## src/rtl/pse_pkg.sv

```systemverilog
package pse_pkg;

	localparam logic [1:0] ST_OK    = 2'd0;
	localparam logic [1:0] ST_CONST = 2'd1;
	localparam logic [1:0] ST_NOINV = 2'd2;

	localparam logic REG_MODULUS       = 1'b0;
	localparam logic REG_SERIES_LENGTH = 1'b1;

	typedef struct packed {
		logic start;
		logic mul;
	} unit_cmd_t;

endpackage

```

## src/rtl/pse_unit.sv

```systemverilog
// Shared bit-serial unit: restoring divide (one quotient bit a cycle) or
// modular multiply (double, then conditional add, one step a cycle).
module pse_unit #(
	parameter int CB = 64,
	parameter int DW = CB + 8
) (
	input  logic               clk,
	input  logic               arst_n,
	input  pse_pkg::unit_cmd_t cmd,
	input  logic [DW-1:0]      op_x,
	input  logic [CB-1:0]      op_a,
	input  logic [CB-1:0]      op_d,
	output logic               done,
	output logic [CB-1:0]      quot,
	output logic [CB-1:0]      rem
);

	localparam int NW = $clog2(DW);

	logic [CB:0]   acc_q;
	logic [DW-1:0] sh_q;
	logic [CB-1:0] d_q;
	logic [CB-1:0] a_q;
	logic [NW-1:0] cnt_q;
	logic          ph_q;
	logic          mul_q;
	logic          busy_q;
	logic          done_q;

	logic [CB:0] t;
	logic [CB:0] red;
	logic        ge;
	logic        last_step;

	always_comb begin
		if (!mul_q) begin
			t = {acc_q[CB-1:0], sh_q[DW-1]};
		end else if (ph_q) begin
			t = acc_q + (sh_q[DW-1] ? {1'b0, a_q} : '0);
		end else begin
			t = {acc_q[CB-1:0], 1'b0};
		end
		ge  = t >= {1'b0, d_q};
		red = ge ? t - {1'b0, d_q} : t;
		last_step = mul_q ? (ph_q && cnt_q == NW'(CB - 1)) : (cnt_q == NW'(DW - 1));
	end

	always_ff @(posedge clk or negedge arst_n) begin
		if (!arst_n) begin
			busy_q <= 1'b0;
			done_q <= 1'b0;
			cnt_q  <= '0;
			ph_q   <= 1'b0;
			mul_q  <= 1'b0;
		end else begin
			done_q <= 1'b0;
			if (cmd.start) begin
				busy_q <= 1'b1;
				mul_q  <= cmd.mul;
				cnt_q  <= '0;
				ph_q   <= 1'b0;
			end else if (busy_q) begin
				if (mul_q) begin
					ph_q <= ~ph_q;
				end
				if (!mul_q || ph_q) begin
					cnt_q <= cnt_q + NW'(1);
				end
				if (last_step) begin
					busy_q <= 1'b0;
					done_q <= 1'b1;
				end
			end
		end
	end

	always_ff @(posedge clk) begin
		if (cmd.start) begin
			acc_q <= '0;
			d_q   <= op_d;
			a_q   <= op_a;
			sh_q  <= cmd.mul ? {op_x[CB-1:0], 8'h00} : op_x;
		end else if (busy_q) begin
			acc_q <= red;
			if (!mul_q) begin
				sh_q <= {sh_q[DW-2:0], ge};
			end else if (ph_q) begin
				sh_q <= {sh_q[DW-2:0], 1'b0};
			end
		end
	end

	assign done = done_q;
	assign quot = sh_q[CB-1:0];
	assign rem  = acc_q[CB-1:0];

endmodule

```

## config.mk

```make
export PLATFORM = sky130hd
export DESIGN_NAME = pse_unit
export DESIGN_NICKNAME = d
export VERILOG_FILES = /design/src/rtl/pse_pkg.sv /design/src/rtl/pse_unit.sv
export SDC_FILE = /design/constraint.sdc
export NUM_CORES = 1
export LEC_CHECK = 0
export BUFFER_PORTS_ARGS = -buffer_cell sky130_fd_sc_hd__buf_2
export CORE_ASPECT_RATIO = 1.75
export CORE_MARGIN = 10
export CORE_UTILIZATION = 28
export CTS_CLUSTER_SIZE = 8
export DETAILED_ROUTE_END_ITERATION = 7
export PLACE_DENSITY = 0.43
export SYNTH_ARGS = -nofsm -noshare
export SYNTH_HDL_FRONTEND = slang
export SYNTH_SLANG_ARGS = --single-unit
```

## constraint.sdc

```tcl
create_clock -name clk -period 12.3 [get_ports clk]
set_input_delay 1.845 -clock clk [delete_from_list [all_inputs] [get_ports clk]]
set_output_delay 1.845 -clock clk [all_outputs]
set_load 0.1 [all_outputs]
```

==> metrics.yaml <==
fp.dieH_um: 379
initial_utilization_pct: 28.3
synthFlopType: "edfxtp_1"
root_buffer: "clkbuf_16"
drc: 0
setup_ws_ns: 3.48
layout_worst_path_cycle_share_pct: 71.7
async_flop_share_pct: 3.99
die_width_um: 225
area_delta_synth_final_pct: 13.0
endpoint_kind: "register"
avgSynthCellArea_um2: 8.82
setup_tns_ns: 0
slew_violations: 0
cp_slowest_cell: "edfxtp_1"
ios: 333
grt_antenna_before_repair: 2
vias: 17638
hold_path.class: "reg -> reg"
clkLatencyLatePin_ns: 0.59
tightest_slew_ns: 1.06
relSlewSlack_pct: 29.2
fin_crit_ns: 8.82
synth_nets: 2678
clk_pin_slew_ns: 0.06
leakagePower_uw: 0.0102
ir_worst_vdd_mv: 0.140
numPortBuffers: 332
drv_cap: 0
clock_path_buffers: 3
yosysTopAreaCellShare_pct: 29.1
vias_per_cell: 5.12
power.density_nw_per_um2: 259
synth_top_area_cell: "edfxtp_1"
synth_enable_flop_cells: 200
hpwl_um: 61000
ant_nets: 0
wire_per_inst_um: 22.2
grt.total_usage_pct: 17.2
cts_tree: "yes"
grt_max_degree: 129
drt_first_pass_iters: 5
worstSetupPathType: "reg -> reg"
timing.fmax_ghz: 0.113
postCtsSetupRepairBufs: 0
critPathArrivalTime_ns: 9.30
nets: 2816
hold_violations: 0
instances_no_fill: 3443
synth_seq_cells: 276
finalSetupViolCount: 0
startpoint_type: "register"
crit_required_ns: 12.78
grt_pass1_vias: 18464
cts_made_buffers: 40
globalRouteOverflowTotal: 0
synth_area_leaders: "edfxtp_1, ha_1, dfxtp_1"
cp_max_fo: 29
yosys_warnings: 0
grt_pass1_wl_um: 113000
synth_area_um2: 20700
fin_util_pct: 31.9
core_um2: 73100
fin_skew_ns: 0.0311
antenna_cells: 0
dp.cells: 3370
cts_resized: 0
first_iter_violations: 1140
dieArea_um2: 85500
yosysUniqueCellTypes: 78
pre_cts_ws_ns: 3.35
rows: 131
ctsHoldBuffers: 0
place.gp.congestion: 0.883
wl_um: 76400
cts_max_level: 2
numClockSinks: 276
postSynthCellCount: 2343
rsz0062_at_grt: "no"
drive_gt1_share_pct: 16.7
yosysSeqAreaShare_pct: 36.7
status: "complete, no violations"
max_stage_delay_ns: 0.96
## metal layers
| layer | wire, µm | GRT usage, % | share of wire [%] |
|---|---|---|---|
| met5 | 27 | 0 | 0.035 |
| met4 | 3120 | 7.66 | 4.1 |
| met3 | 3950 | 3.27 | 5.2 |
| met2 | 40200 | 32.7 | 53 |
| met1 | 29100 | 18.0 | 38 |
## cells in the final DEF, fill, tap and decap left out, types with 24 or more instances in the layout
cell         n
buf_2      330
a21oi_1    247
edfxtp_1   200
nand2_1    199
nor2_1     197
ha_1       129
o21ai_0    123
inv_1      113
mux2i_1    106
xnor2_1     71
and2_1      70
a21o_1      68
a211oi_1    67
dfxtp_1     65
nand4_1     42
clkbuf_16   41
xor2_1      38
o21bai_1    31
clkbuf_1    30
nand3_1     29
nand2b_1    24
nor3_1      24
## synthesized netlist by cell type (all sizes together), types with 14 or more instances
| cell | count |
|---|---|
| a211oi | 70 |
| a21o | 68 |
| a21oi | 248 |
| a311oi | 14 |
| a31oi | 16 |
| and2 | 70 |
| and3 | 14 |
| buf | 148 |
| clkbuf | 102 |
| dfxtp | 65 |
| edfxtp | 200 |
| ha | 129 |
| inv | 113 |
| mux2i | 106 |
| nand2 | 201 |
| nand2b | 25 |
| nand3 | 30 |
| nand4 | 42 |
| nor2 | 197 |
| nor2b | 23 |
| nor3 | 24 |
| o21a | 16 |
| o21ai | 131 |
| o21bai | 31 |
| o31ai | 20 |
| or3 | 14 |
| xnor2 | 71 |
| xor2 | 38 |
## cell families (layout without fill, tap and decap cells)
kind of cell	after synthesis	in the layout	synth area share, %
fa+ha+maj	131	131	8.01
flops	276	276	36.7
simple gates	673	673	15.5
compound gates	682	682	20.8
buf+inv	363	532	9.07
xor+xnor	109	109	4.62
mux	109	109	5.30
## stage by stage
stage	hold WS [ns]	power, µW	instance area, µm²
floorplan	0.484	4260	20700
global placement	0.514	4990	22200
detailed placement	0.520	4990	22200
CTS	0.526	6110	23300
global route	0.554	6430	23300
finish	0.520	6040	23300
## final timing paths
kind	slack [ns]	end	cells past startpoint	start
max	3.48	acc_q[10]	28	sh_q[71]
min	0.52	acc_q[36]	2	acc_q[36]
max reg2reg	3.48	acc_q[10]	28	sh_q[71]
min reg2reg	0.52	acc_q[36]	2	acc_q[36]
max in group asynchronous	10.91	busy_q	1	arst_n
min in group asynchronous	1.14	cnt_q[5]	1	arst_n
## state kept, by name, indices dropped and copies added, names as in the netlist
| register | cells |
|---|---|
| d_q | 64 |
| sh_q | 72 |
| ph_q | 1 |
| a_q | 64 |
| cnt_q | 7 |
| mul_q | 1 |
| busy_q | 1 |
| acc_q | 65 |
| done | 1 |
## final cells by class
cell class              instances  area (µm²)
repair buffers                346        1790
flip-flops and latches        276        7590
fillers                      7816       49800
clock buffers                  71        1140
clock inverters                 2        17.5
well taps                     931        1160
inverters                     113         424
multi-input cells            1704       11200
## worst max-delay path, delay by kind of cell (launching register included)
kind / cells / cell delay (ns)
AOI/OAI and AO/OA: 16 / 3.86
xor gates and xnor gates: 1 / 0.15
adders and majority gates: 3 / 0.98
buffers and inverters: 2 / 0.60
DFF: 1 / 0.96
muxes: 1 / 0.18
and+or+nand+nor: 5 / 1.93
## where the power goes
group          internal (µW)  switching [µW]
Combinational           1060            2530
Clock                    622             457
Sequential              1180             185
Total                   2870            3170
Power figures use the tool's default switching activity.
